File: src/hdl/isbe_pkg.sv
`timescale 1ns / 1ps

package isbe_pkg;

  localparam int MAX_BASES  = 24;
  localparam int KNOT_DEPTH = 32;
  localparam int FRAC_BITS  = 16;

  localparam int COEF_DEPTH = MAX_BASES + 1;
  localparam int KA_W       = $clog2(KNOT_DEPTH);
  localparam int CA_W       = $clog2(COEF_DEPTH);
  // B-spline values stay below 8.0 at order four
  localparam int NW         = FRAC_BITS + 4;
  localparam int DD_W       = 32 + NW;

  localparam logic [FRAC_BITS:0] ONE_FX = (FRAC_BITS + 1)'(1) << FRAC_BITS;

  typedef enum logic [1:0] {
    CMD_KNOT = 2'd0,
    CMD_COEF = 2'd1,
    CMD_EVAL = 2'd2,
    CMD_NONE = 2'd3
  } cmd_e;

  typedef enum logic [3:0] {
    ST_IDLE,
    ST_SRCH_RD,
    ST_SRCH_CMP,
    ST_KNOT_RD,
    ST_SUPP,
    ST_TERM,
    ST_DGO,
    ST_DWAIT,
    ST_STORE,
    ST_OUT_C0,
    ST_OUT_RD,
    ST_OUT_MUL,
    ST_OUT_ACC
  } st_e;

  typedef struct packed {
    logic            knot_we;
    logic [KA_W-1:0] knot_waddr;
    logic            coef_we;
    logic [CA_W-1:0] coef_waddr;
    logic [31:0]     wdata;
    logic            knot_re;
    logic [KA_W-1:0] knot_raddr;
    logic            coef_re;
    logic [CA_W-1:0] coef_raddr;
  } mem_req_t;

endpackage

File: src/hdl/isbe_store.sv
`timescale 1ns / 1ps

module isbe_store (
  input  logic               clk_i,
  input  isbe_pkg::mem_req_t req_i,
  output logic [31:0]        knot_rdata_o,
  output logic [31:0]        coef_rdata_o
);
  import isbe_pkg::*;

  logic [31:0] knot_mem [KNOT_DEPTH];
  logic [31:0] coef_mem [COEF_DEPTH];

  always_ff @(posedge clk_i) begin
    if (req_i.knot_we) begin
      knot_mem[req_i.knot_waddr] <= req_i.wdata;
    end
    if (req_i.knot_re) begin
      knot_rdata_o <= knot_mem[req_i.knot_raddr];
    end
  end

  always_ff @(posedge clk_i) begin
    if (req_i.coef_we) begin
      coef_mem[req_i.coef_waddr] <= req_i.wdata;
    end
    if (req_i.coef_re) begin
      coef_rdata_o <= coef_mem[req_i.coef_raddr];
    end
  end

endmodule

File: config.mk
export PLATFORM = sky130hd
export DESIGN_NAME = isbe_store
export DESIGN_NICKNAME = d
export VERILOG_FILES = /design/src/hdl/isbe_pkg.sv /design/src/hdl/isbe_store.sv
export SDC_FILE = /design/constraint.sdc
export NUM_CORES = 2
export LEC_CHECK = 0
export BUFFER_PORTS_ARGS = -buffer_cell sky130_fd_sc_hd__buf_2
export CAP_MARGIN = 20
export CORE_ASPECT_RATIO = 1.1
export CORE_MARGIN = 4
export CORE_UTILIZATION = 45
export DETAILED_ROUTE_END_ITERATION = 12
export PLACE_DENSITY = 0.62
export SKIP_CTS_REPAIR_TIMING = 1
export SLEW_MARGIN = 15
export SYNTH_ARGS = -nofsm -noshare
export SYNTH_HDL_FRONTEND = slang
export SYNTH_SLANG_ARGS = --single-unit
File: constraint.sdc
create_clock -name clk_i -period 11 [get_ports clk_i]
set_input_delay 3.3 -clock clk_i [delete_from_list [all_inputs] [get_ports clk_i]]
set_output_delay 3.3 -clock clk_i [all_outputs]
set_load 0.01 [all_outputs]
==> impl_metrics.tcl <==
set metrics [dict create \
    status "completed" \
    cts_buffers 187 \
    drt_wl_total_um 177000 \
    postPlaceCellArea_sq_um 74500 \
    start_util_pct 45.5 \
    multi_input_area_sq_um 13800 \
    p_clk_share_pct 40.9 \
    die_w_um 387 \
    filler_cell_count 12221 \
    io_pins 121 \
    setup_viol 0 \
    fin_cells 5643 \
    cts.sinks 1888 \
    drc 0 \
    synth-seq-cells 1888 \
    htreeDepth 4 \
    syn-cell-area_sq_um 71200 \
    fin_skew_ns 0.0394 \
    io_buffers 120 \
    place.gp.congestion 0.742 \
    relSlewSlack_pct 24.1 \
    syn_avg_cell_area_sq_um 22.4 \
    synth_nets 3235 \
    ys_types 40 \
    synth_edf_count 1888 \
    worstSkewPairLatency_ns 0.81 \
    vias_per_cell 6.04 \
    p_leak_nw 25.4 \
    hold_viol 0 \
    swShare_pct 21.3 \
    grt_max_degree 116 \
    die_y_um 425 \
    holdCritPathClass "flop to flop" \
    synth_most_common_cell "edfxtp_1" \
    yosys_most_used_dff "edfxtp_1" \
    cts_buffer_depth 3 \
    finalCritPeriodShare_pct 54.0 \
    crit_type "input pin to flop" \
    drtAntennaViolNets 0 \
    combPwrFrac_pct 4.6 \
    synth_warnings 0 \
    post-place-cells 5289 \
    drv_slew 0 \
    place_ws_ns 4.25 \
    rows 152 \
    switchingPower_w 0.00316 \
    yosysSeqAreaShare_pct 79.6 \
    async_reset_ff_share_pct 0 \
    cts-root-buf "clkbuf_16" \
    grt_pass1_vias 34466 \
    seqCellArea_sq_um 56700 \
    cts_tree "yes" \
    period_minus_slack_ns 5.94 \
    worst_slew_pin_slew_ns 1.14 \
    drive_gt1_share_pct 25.2 \
    cp_data_arrival_time_ns 6.48 \
    drt_first_iter_violations 3892 \
    fin_setup_tns_ns 0 \
    grt_pass1_wl_um 251000 \
    synthTopCellsByArea "edfxtp_1, mux4_2, mux2i_1" \
    worstSetupStartpointType "input pin" \
    hpwlAfterDp_um 89000 \
    core-area_sq_um 157000 \
    postSynthCellCount 3178 \
    grt-ovfl-total 0 \
    grt_usage_pct 21.3 \
    clkSlewWorstSetupHoldPaths_ns 0.06 \
    nets 3467 \
    wire_per_inst_um 31.3 \
    rrSetupSlack_ns 9.28 \
    die-area_sq_um 165000 \
    grt_setup_unrepaired "false" \
    power.density_nw_per_um2 184 \
    antenna_found_initial 13 \
    dr.pass1.iters 5 \
    worst-path-max-fanout 83 \
    yosysTopAreaCell "edfxtp_1" \
    peakVddDrop_mv 0.163 \
    critPathRequiredTime_ns 11.54 \
    route.vias.total 34102 \
    cap_violations 0 \
    cp-end-kind "flop" \
    p_seq_share_pct 54.5 \
    fin_ws_ns 5.06 \
    final_area_sq_um 80500 \
    internal-power_w 0.0117 \
    synth_common_cells "edfxtp_1, mux4_2, mux2i_1" \
    synth.top_cell.area_share_pct 79.6 \
    max_freq_mhz 168 \
    hold_slack_ns 0.548 \
    syn2layout_area_growth_pct 13.1 \
]
[state kept, by name (all words and copies together), names as in the netlist]
register,cells
coef_mem,800
coef_rdata_o,32
knot_rdata_o,32
knot_mem,1024
[kinds of logic (layout without fill, tap and decap cells)]
group	Yosys count	in the layout	synth area share, %
muxes	585	585	14.2
and+or+nand+nor	238	238	1.69
other	0	2	0
DFF	1888	1888	79.6
buffers and inverters	180	564	1.68
AOI/OAI and AO/OA	287	287	2.86
[cell usage in the layout, fill, tap and decap left out, types with 23 or more instances in the layout]
master | synthesis | layout
mux4_2 | 338 | 338
clkinv_1 | 0 | 38
nor4_1 | 32 | 32
a32oi_1 | 23 | 23
nand2_1 | 38 | 37
buf_4 | 19 | 85
o22ai_1 | 135 | 135
clkbuf_1 | 52 | 55
nor2_4 | 0 | 58
mux2i_1 | 238 | 238
edfxtp_1 | 1888 | 1888
a22oi_1 | 85 | 85
clkinv_2 | 0 | 29
buf_2 | 53 | 115
clkbuf_16 | 0 | 187
nand3_1 | 54 | 53
[power by group through the flow]
stage | Clock [W] | Sequential, W | Combinational [W]
global placement | 0 | 0.00823 | 0.000669
finish | 0.00607 | 0.00808 | 0.000682
CTS | 0.00618 | 0.00808 | 0.000680
global route | 0.00651 | 0.00808 | 0.000729
detailed placement | 0 | 0.00823 | 0.000680
floorplan | 0 | 0.00822 | 0.000382
[cell type report]
type / instances / area share, %
Antenna cell: 2 / 0.00621
Tap cell: 2079 / 3.23
Sequential cell: 1888 / 70.4
Multi-Input combinational cell: 1110 / 17.2
Clock buffer: 242 / 6.07
Clock inverter: 99 / 1.15
Inverter: 6 / 0.0280
Timing Repair Buffer: 217 / 1.95
[critical path, stage by stage]
cell	delay (ns)
buf_8	0.59
buf_4	0.90
buf_4	0.76
mux2i_1	0.26
a22oi_1	0.11
a32oi_1	0.27
nand3_1	0.13
[layer usage]
layer | vias up | global-route usage, % | part of all wire (%)
met3 | 287 | 4.01 | 7.9
li1 | 14003 | - | -
met1 | 18347 | 29.7 | 40
met4 | 6 | 6.07 | 2.5
met5 | - | 0 | 0.023
met2 | 1459 | 34.8 | 49
[through the flow]
stage	util, %	power, W
3_3_place_gp	47.5	0.00890
5_1_grt	51.4	0.0153
6_report	51.4	0.0148
2_1_floorplan	-	0.00860
3_5_place_dp	47.5	0.00891
4_1_cts	51.2	0.0149
[path summary, 6_finish.rpt]
kind | start | cells past startpoint | endpoint
worst min-delay path | coef_mem[24][18] | 2 | coef_rdata_o[18]
worst max register to register | coef_mem[22][1] | 4 | coef_rdata_o[1]
worst min register to register | coef_mem[24][18] | 2 | coef_rdata_o[18]
worst max-delay path | req_i[0] | 7 | coef_rdata_o[3]
(Power assumes the default switching activity.)
