## config.mk

```make
export PLATFORM = sky130hd
export DESIGN_NAME = isbe_div
export DESIGN_NICKNAME = d
export VERILOG_FILES = /design/src/hdl/isbe_pkg.sv /design/src/hdl/isbe_div.sv
export SDC_FILE = /design/constraint.sdc
export NUM_CORES = 1
export LEC_CHECK = 0
export BUFFER_PORTS_ARGS = -buffer_cell sky130_fd_sc_hd__buf_2
export CAP_MARGIN = 10
export CORE_ASPECT_RATIO = 2
export CORE_UTILIZATION = 42
export CTS_CLUSTER_DIAMETER = 150
export DETAILED_ROUTE_END_ITERATION = 10
export PLACE_DENSITY = 0.74
export RECOVER_POWER = 25
export SETUP_SLACK_MARGIN = 0.2
export SYNTH_ARGS = -nofsm -noshare
export SYNTH_HDL_FRONTEND = slang
export SYNTH_SLANG_ARGS = --single-unit
```

## constraint.sdc

```tcl
create_clock -name clk_i -period 5 [get_ports clk_i]
set_input_delay 0.75 -clock clk_i [delete_from_list [all_inputs] [get_ports clk_i]]
set_output_delay 0.75 -clock clk_i [all_outputs]
set_load 0.05 [all_outputs]
```

## src/hdl/isbe_pkg.sv

```systemverilog
`timescale 1ns / 1ps

package isbe_pkg;

  localparam int MAX_BASES  = 24;
  localparam int KNOT_DEPTH = 32;
  localparam int FRAC_BITS  = 16;

  localparam int COEF_DEPTH = MAX_BASES + 1;
  localparam int KA_W       = $clog2(KNOT_DEPTH);
  localparam int CA_W       = $clog2(COEF_DEPTH);
  // B-spline values stay below 8.0 at order four
  localparam int NW         = FRAC_BITS + 4;
  localparam int DD_W       = 32 + NW;

  localparam logic [FRAC_BITS:0] ONE_FX = (FRAC_BITS + 1)'(1) << FRAC_BITS;

  typedef enum logic [1:0] {
    CMD_KNOT = 2'd0,
    CMD_COEF = 2'd1,
    CMD_EVAL = 2'd2,
    CMD_NONE = 2'd3
  } cmd_e;

  typedef enum logic [3:0] {
    ST_IDLE,
    ST_SRCH_RD,
    ST_SRCH_CMP,
    ST_KNOT_RD,
    ST_SUPP,
    ST_TERM,
    ST_DGO,
    ST_DWAIT,
    ST_STORE,
    ST_OUT_C0,
    ST_OUT_RD,
    ST_OUT_MUL,
    ST_OUT_ACC
  } st_e;

  typedef struct packed {
    logic            knot_we;
    logic [KA_W-1:0] knot_waddr;
    logic            coef_we;
    logic [CA_W-1:0] coef_waddr;
    logic [31:0]     wdata;
    logic            knot_re;
    logic [KA_W-1:0] knot_raddr;
    logic            coef_re;
    logic [CA_W-1:0] coef_raddr;
  } mem_req_t;

endpackage

```

## src/hdl/isbe_div.sv

```systemverilog
`timescale 1ns / 1ps

module isbe_div (
  input  logic                      clk_i,
  input  logic                      rst_ni,
  input  logic                      start_i,
  input  logic [isbe_pkg::DD_W-1:0] dividend_i,
  input  logic [31:0]               divisor_i,
  output logic                      done_o,
  output logic [isbe_pkg::NW-1:0]   quot_o
);
  import isbe_pkg::*;

  localparam int CW = $clog2(NW + 1);

  logic [DD_W-1:0] rem_q;
  logic [DD_W-1:0] dsh_q;
  logic [NW-1:0]   quot_q;
  logic [CW-1:0]   cnt_q;
  logic            run_q;
  logic            done_q;
  logic            fits;

  assign fits   = rem_q >= dsh_q;
  assign done_o = done_q;
  assign quot_o = quot_q;

  always_ff @(posedge clk_i or negedge rst_ni) begin
    if (!rst_ni) begin
      run_q  <= 1'b0;
      done_q <= 1'b0;
      cnt_q  <= '0;
    end else begin
      done_q <= 1'b0;
      if (start_i) begin
        run_q <= 1'b1;
        cnt_q <= CW'(NW);
      end else if (run_q) begin
        cnt_q <= cnt_q - CW'(1);
        if (cnt_q == CW'(1)) begin
          run_q  <= 1'b0;
          done_q <= 1'b1;
        end
      end
    end
  end

  always_ff @(posedge clk_i) begin
    if (start_i) begin
      rem_q  <= dividend_i;
      dsh_q  <= DD_W'({divisor_i, {(NW - 1){1'b0}}});
      quot_q <= '0;
    end else if (run_q) begin
      if (fits) begin
        rem_q <= rem_q - dsh_q;
      end
      quot_q <= {quot_q[NW-2:0], fits};
      dsh_q  <= dsh_q >> 1;
    end
  end

endmodule
```

==> impl_results.md, run 1 <==
* Syn_nets at 1,081
* Pre-antenna DRT Iters at 5
* Area Growth Syn to Fin at 14.0%
* DRT iter0 DRCs at 223
* Die H at 203 um
* First-pass GRT wire length at 34,100 um
* Rel. slew slack at -21.8%
* Post-route minimum period at about 3.8 ns
* Port buffer count at roughly 110
* Post-synthesis sequential element count at 130
* Top cells by area, synth: edfxtp_1 30%, dfxtp_1 9.2%, ha_1 7.8%
* Final Instance Area at 9700 um^2
* RSZ-0062 raised after global routing: false
* Async S/R FF share, synth at under 10%
* Commonest cells after routing, fill and taps aside: 124 x nand2_1, 105 x buf_2, 84 x edfxtp_1
* Fmax at 265 MHz
* # diodes at 0
* Placed cell areas at 9170 um^2
* Post_cts resized at 0
* Number of synthesized flops with an enable pin at 84
* Tightest Pin Transition at 1.83 ns
* Area of the die at 20,900 um^2
* Final setup margin at about 1.2 ns
* Skew final at 0.0123 ns
* Clk root buf: clkbuf_16
* Dpl ws at 1.40 ns
* Worst IR drop on VDD at 0.000302 V
* CTS Buffer Depth at 2
* Fin crit share at roughly 76%
* Die Wd at approximately 100 um
* Share of cells above drive strength 1 at 16.2%
* Syn_area_per_cell at around 9.0 um^2
* Final hold vios at 0
* CP max-delay cell: clkbuf_2
* Leak at 4.36 nW
* Post-synth top flop: edfxtp_1
* Pin count of the biggest net entering global routing at 84
* Final Net Count at 1,158
* Routed WL at between 20,000 and 25,000 um
* Worst Setup End Kind: flop
* WP data arrival at about 4 ns
* Hold buffer count at CTS at 0
* Mapped Area at 8500 um^2
* Crit-path cells: clkbuf_1 > clkbuf_2 > nor2b_1 > nand2_1 > o21ai_0 > a311oi_1
* Clock Pin Slew Worst Setup and Hold Paths at 0.06 ns
* Worst setup path startpoint: start_i
* Drc violations at 0
* CTS buffer count at 17
* Clock sink count at 130
* CP Class: input port to flop
* Pwr Total at 5.84 mW
* Mapped Cells at 940
* Startpoint Class: input port
* Post-CTS Setup Repair Bufs at 0
* Final Setup Violations at 0
* Post-synth top area share at 29.7%
* RR Startpoint: rem_q[21]$_DFFE_PP_
* I/O pin total at 108
* Post-synth top area cell: edfxtp_1
* YS warnings at 0
* Pwr per Cell Area at between 600 and 700 nW/um^2
* Status: complete, but fails checks
* HP Class: input port to async pin
* DRT antenna net count at 0
* CP max stage delay at 1.39 ns
* Dpl hpwl at 15,900 um
* Vias in the first global route at 7,223
* Clk_lat worst skew at 0.43 ns
* RePlAce Congestion at 0.939
* Most common cell after layout, fill and taps aside: nand2_1
* Total grt overflow at 0
* Core Area at 19,800 um^2
* Failing checks: capacitance limit, slew limit
* CTS tree: built
* Initial antenna violation count at 0
* Seq/Total Area, Yosys at 40.9%
* Fill count at 1,894
* Row count at 73
* Max Cap Violations at 2
* Vias per inst at roughly 5.5
* Setup TNS at 0 ns
* Synth cell types at 80
* GRT Util Overall at 21.3%
* Worst Path Max Fanout at 83
* CTS H-tree depth at 4
* Starting Density at 42.9%
* Final Slew Violations at 130
* Routed WL per cell at roughly 16 um
* Via Count at 7,083
* CP required at 5.24 ns
[power by group]
group          total, mW  switching (mW)  internal, mW
clock               1.14           0.484         0.656
sequential          1.61          0.0995          1.51
combinational       3.10            1.88          1.22
total               5.84            2.46          3.38
[cells by family (layout without fill, tap and decap cells)]
family / count (synthesis) / in the layout / share of synthesized area, %
simple gates: 269 / 269 / 14.2
buf+inv: 123 / 213 / 6.08
xor+xnor: 49 / 49 / 5.05
flops: 130 / 130 / 40.9
fa+ha+maj: 54 / 54 / 8.03
mux: 39 / 39 / 4.60
compound gates: 276 / 276 / 21.2
[registers in the layout, indices dropped and copies added (netlist names)]
register and flops:
run_q 1, cnt_q 5, quot_o 20, done_o 1
dsh_q 51, rem_q 52
[path summary, 6_finish.rpt]
path / depth (start not counted) / endpoint / slack [ns]
max in group asynchronous: 1 / run_q$_DFF_PN0_ / 4.49
worst min-delay path: 1 / done_o$_DFF_PN0_ / 0.21
worst min register to register: 2 / quot_o[19]$_SDFFE_PP0P_ / 0.51
min in group clk_i: 2 / quot_o[19]$_SDFFE_PP0P_ / 0.51
worst max-delay path: 6 / rem_q[45]$_DFFE_PP_ / 1.22
worst max register to register: 10 / rem_q[17]$_DFFE_PP_ / 1.41
[layout make-up]
type                       count  area, um^2  share of cell area, %
multi-input combinational    687        4520                   46.6
sequential                   130        3480                   35.9
timing repair buffer         114         581                   5.99
clock buffer                  19         453                   4.67
tap                          262         328                   3.38
inverter                      67         251                   2.59
clock inverter                13        85.1                  0.877
[synth_stat cells (3+ instances only)]
| cell type | count |
|---|---|
| inv_1 | 66 |
| nor2_1 | 73 |
| edfxtp_1 | 84 |
| clkbuf_1 | 34 |
| a2111oi_0 | 3 |
| nor2b_1 | 5 |
| dfrtp_1 | 7 |
| and2_1 | 6 |
| buf_1 | 3 |
| a21boi_0 | 3 |
| o31ai_1 | 34 |
| and4_1 | 4 |
| dfxtp_1 | 39 |
| nand4_1 | 15 |
| o21bai_1 | 11 |
| o21a_1 | 7 |
| ha_1 | 53 |
| nor4_1 | 4 |
| nand3_1 | 6 |
| a211oi_1 | 7 |
| buf_2 | 7 |
| a21oi_2 | 4 |
| o21ai_1 | 39 |
| mux2i_1 | 38 |
| a21o_1 | 30 |
| a21oi_1 | 57 |
| xor2_1 | 19 |
| nor3_1 | 14 |
| buf_4 | 10 |
| a31oi_1 | 9 |
| a221oi_1 | 3 |
| o21ai_0 | 36 |
| xnor2_1 | 30 |
| o211ai_1 | 4 |
| nand2_1 | 124 |
[worst max-delay path: cells and delay by family]
kind,cells,cell delay [ns]
AO/OA/AOI/OAI,2,0.29
AND/OR/NAND/NOR,2,0.28
buffers and inverters,2,2.67
[through the flow]
| step | util (%) | std cells | hold WS (ns) |
|---|---|---|---|
| 6_report | 48.9 | 1292 | 0.215 |
| 3_5_place_dp | 46.3 | 1260 | 0.494 |
| 3_3_place_gp | 46.3 | 1260 | 0.471 |
| 4_1_cts | 49.0 | 1292 | 0.130 |
| 5_1_grt | 48.9 | 1292 | 0.238 |
| 2_1_floorplan | - | 940 | 0.454 |
[layer usage]
layer	GRT usage [%]	vias up	share of wire, %
met5	0	-	0
met4	13.8	0	5.6
met2	38.8	181	53
met3	3.32	76	3.2
met1	21.6	3283	38
li1	-	3543	-
Note: power is estimated with default switching activity, not from simulation.
==> run 2, diff against run 1 <==
--- a/config.mk
+++ b/config.mk
@@ -5,13 +5,14 @@
 export SDC_FILE = /design/constraint.sdc
 export NUM_CORES = 1
 export LEC_CHECK = 0
+export ABC_AREA = 1
 export BUFFER_PORTS_ARGS = -buffer_cell sky130_fd_sc_hd__buf_2
 export CAP_MARGIN = 10
 export CORE_ASPECT_RATIO = 2
 export CORE_UTILIZATION = 42
 export CTS_CLUSTER_DIAMETER = 150
 export DETAILED_ROUTE_END_ITERATION = 10
-export PLACE_DENSITY = 0.74
+export PLACE_DENSITY = 0.71
 export RECOVER_POWER = 25
 export SETUP_SLACK_MARGIN = 0.2
 export SYNTH_ARGS = -nofsm -noshare
==> constraint.sdc (replaced) <==
create_clock -name clk_i -period 3.76 [get_ports clk_i]
set_input_delay 0.564 -clock clk_i [delete_from_list [all_inputs] [get_ports clk_i]]
set_output_delay 0.564 -clock clk_i [all_outputs]
set_load 0.05 [all_outputs]
==> impl_results.md, run 2 <==
* Mapped Cells at 1,490 (+59%)
* Starting Density at 43.1% (+0.14 points)
* Final Instance Area at 11,200 um^2 (+15%)
* RR Startpoint: rem_q[0]$_DFFE_PP_
* Area Growth Syn to Fin at 14.3%
* I/O pin total at 108 (unchanged)
* Die H at 218 um (+7.2%)
* Worst r2r path cells at 14 (+4)
* Post-synth top area cell: edfxtp_1
* Max Cap Violations at 1 (-1)
* Initial antenna violation count at 0 (unchanged)
* Post-CTS Setup Repair Bufs at 0 (unchanged)
* Status: complete, but fails checks
* Non-Filler Instances at 1,889 (+46%)
* Worst IR drop on VDD at 0.000542 V (+79%)
* Setup TNS at 0 ns (unchanged)
* Fill count at 2,457 (+30%)
* Core Area at 22,700 um^2 (+15%)
* Largest reg by FF count: rem_q
* FF-to-FF End: rem_q[28]$_DFFE_PP_
* Routed WL at 31,800 um (+51%)
* GRT Util Overall at 28.0% (+6.8 points)
* Tightest Pin Transition at 1.80 ns (-0.0307 ns)
* Worst Setup End Kind: flop
* Seq/Total Area, Yosys at 35.5% (-5.4 points)
* Clk root buf: clkbuf_16
* CTS buffer count at 17 (unchanged)
* Final Setup Violations at 0 (unchanged)
* Post-synth top area share at 25.8% (-3.9 points)
* Multi-input logic area at 5030 um^2 (+11%)
* DRT iter0 DRCs at 392 (+76%)
* Fin util at 49.2% (+0.29 points)
* Startpoint Class: flop
* Clock sink count at 130 (unchanged)
* Failing checks: capacitance limit, slew limit
* DRT antenna net count at 0 (unchanged)
* Dpl hpwl at 25,900 um (+63%)
* Most common cell after layout, fill and taps aside: nand2_1
* Final setup margin at 0.762 ns (-0.462 ns)
* Most common cell in the netlist: nand2_1
* Commonest cells after routing, fill and taps aside: 565 x nand2_1, 305 x inv_1, 86 x nand3_1
* FF/Latch Area at 3480 um^2 (about the same)
* Final Net Count at 1,737 (+50%)
* Fmax at 334 MHz
* Skew final at 0.00888 ns (-0.00340 ns)
* Post-synth top flop: edfxtp_1
* YS warnings at 0 (unchanged)
* HP Class: input port to flop
* # diodes at 0 (unchanged)
* RSZ-0062 raised after global routing: false
* Number of flip-flops in the largest register at 52 (unchanged)
* Pwr Total at 9.25 mW (+58%)
* Port buffer count at 107 (unchanged)
* Vias in the first global route at 9,476 (+31%)
* Row count at 78 (+6.8%)
* Setup slack, reg-to-reg at 0.76 ns (-0.65 ns)
* Dpl ws at 0.759 ns (-0.637 ns)
* CTS H-tree depth at 4 (unchanged)
* Synth cell types at 38 (-53%)
* Async S/R FF share, synth at 5.38% (unchanged)
* CP required at 3.92 ns (-1.32 ns)
* Clock Pin Slew Worst Setup and Hold Paths at 0.06 ns (about the same)
* Pwr per Cell Area at 826 nW/um^2 (+37%)
* Number of synthesized flops with an enable pin at 84 (unchanged)
* Routed WL per cell at 16.8 um (+3.5%)
* Via Count at 9,453 (+33%)
* Clk_lat worst skew at 0.45 ns (+0.02 ns)
* Total grt overflow at 0 (unchanged)
* Hold_sp: divisor_i[31]
* Placed cells at 1,856 (+47%)
* Drc violations at 0 (unchanged)
* CP Class: flop to flop
* Area of the die at 24,000 um^2 (+15%)
* Vias per inst at 5.00 (-8.7%)
* Mapped Area at 9790 um^2 (+15%)
* Pin count of the biggest net entering global routing at 98 (+17%)
* Worst Path Max Fanout at 41 (-51%)
* Hold Worst Slack at 0.372 ns (+0.157 ns)
* Hold depth at 3
* Commonest cells post-synth: 566 x nand2_1, 306 x inv_1, 87 x nand3_1
* Final Slew Violations at 152 (+17%)
* Post-route minimum period at 3.00 ns
* Die Wd at 110 um (+7.1%)
* Post_cts resized at 0 (unchanged)
* Post-synthesis sequential element count at 130 (unchanged)
* Leak at 5.91 nW (+36%)
* First-pass GRT wire length at 48,600 um (+43%)
* WP data arrival at 3.16 ns (-0.86 ns)
* Share of cells above drive strength 1 at 12.1% (-4.2 points)
* WHS Endpoint: dsh_q[50]$_DFFE_PP_
* Top cells by area, synth: edfxtp_1 26%, nand2_1 22%, inv_1 12%
* Syn_nets at 1,631 (+51%)
* Placed cell areas at 10,600 um^2 (+16%)
* Fin crit share at about 80%
* Final hold vios at 0 (unchanged)
* CTS Buffer Depth at 2 (unchanged)
* Pre-antenna DRT Iters at 5 (unchanged)
* Syn_area_per_cell at 6.57 um^2 (-27%)
* RePlAce Congestion at 0.980 (+4.4%)
* CTS tree: built
* Rel. slew slack at -19.7% (+2.0 points)
==> run 2: changes by cell type after synthesis, moves of 17 or more <==
cell	change
o22ai_1	+34
inv_1	+240
o31ai_1	-34
a21o_1	-28
o21ai_0	+17
xnor2_1	-21
nand2_1	+442
nand3_1	+81
nor2_2	+20
o21ai_1	-36
mux2i_1	-38
==> run 2: cell families (layout without fill, tap and decap cells) <==
group / after synthesis / count (layout) / share of synthesized area, %
AND/OR/NAND/NOR: 804 / 804 / 34.8
AO/OA/AOI/OAI: 145 / 145 / 8.18
adder cells (fa/ha/maj): 54 / 54 / 6.98
XOR/XNOR: 15 / 15 / 1.34
flip-flops: 130 / 130 / 35.5
buffers and inverters: 342 / 461 / 13.2
==> run 2: worst max-delay path by stage <==
| stage | end | cells past startpoint | start | slack (ns) |
|---|---|---|---|---|
| 5_1_grt | rem_q[29]$_DFFE_PP_ | 14 | rem_q[0]$_DFFE_PP_ | 0.57 |
| 2_1_floorplan | rem_q[0]$_DFFE_PP_ | 13 | rem_q[0]$_DFFE_PP_ | 0.81 |
| 3_5_place_dp | rem_q[33]$_DFFE_PP_ | 14 | rem_q[0]$_DFFE_PP_ | 0.76 |
| 6_report | rem_q[28]$_DFFE_PP_ | 14 | rem_q[0]$_DFFE_PP_ | 0.76 |
| 3_3_place_gp | rem_q[25]$_DFFE_PP_ | 14 | rem_q[0]$_DFFE_PP_ | 0.84 |
| 4_1_cts | rem_q[28]$_DFFE_PP_ | 14 | rem_q[0]$_DFFE_PP_ | 0.74 |
==> run 2: area by class of cell <==
type	instances	area share, %
inverter	315	10.6
sequential	130	31.1
multi-input combinational	1018	44.9
tap	280	3.13
clock inverter	13	0.984
clock buffer	19	4.25
timing repair buffer	114	5.09
==> run 2: worst max-delay path: stages, from the launching register on <==
cell and delay, ns:
edfxtp_1 0.35, inv_1 0.06, ha_1 0.14, inv_1 0.07, fa_1 0.44, nand2_1 0.11, nand3_1 0.09, and2_1 0.17
nand2_1 0.09, nand3_2 0.12, nand2_1 0.12, nand2_1 0.10, nand2_1 0.12, nand3_2 0.33, buf_12 0.34
==> run 2: routing by layer <==
layer | share of wire [%] | vias up | wire length [um] | global-route usage [%]
met2 | 57 | 167 | 18100 | 55.0
met3 | 2.2 | 69 | 704 | 4.48
li1 | - | 4839 | - | -
met5 | 0 | - | 0 | 0
met1 | 35 | 4378 | 11000 | 25.3
met4 | 6.3 | 0 | 2000 | 17.3
==> run 2: timing repair <==
item	CTS	global route
endpoints found under the setup margin	0	0
hold buffers	1	0
hold endpoints to repair	7	0
==> run 2: power breakdown <==
group	internal [mW]	switching (mW)	total (mW)	leakage [nW]
clock	0.942	0.727	1.67	0.294
sequential	2.00	0.126	2.12	1.30
combinational	1.69	3.76	5.45	4.32
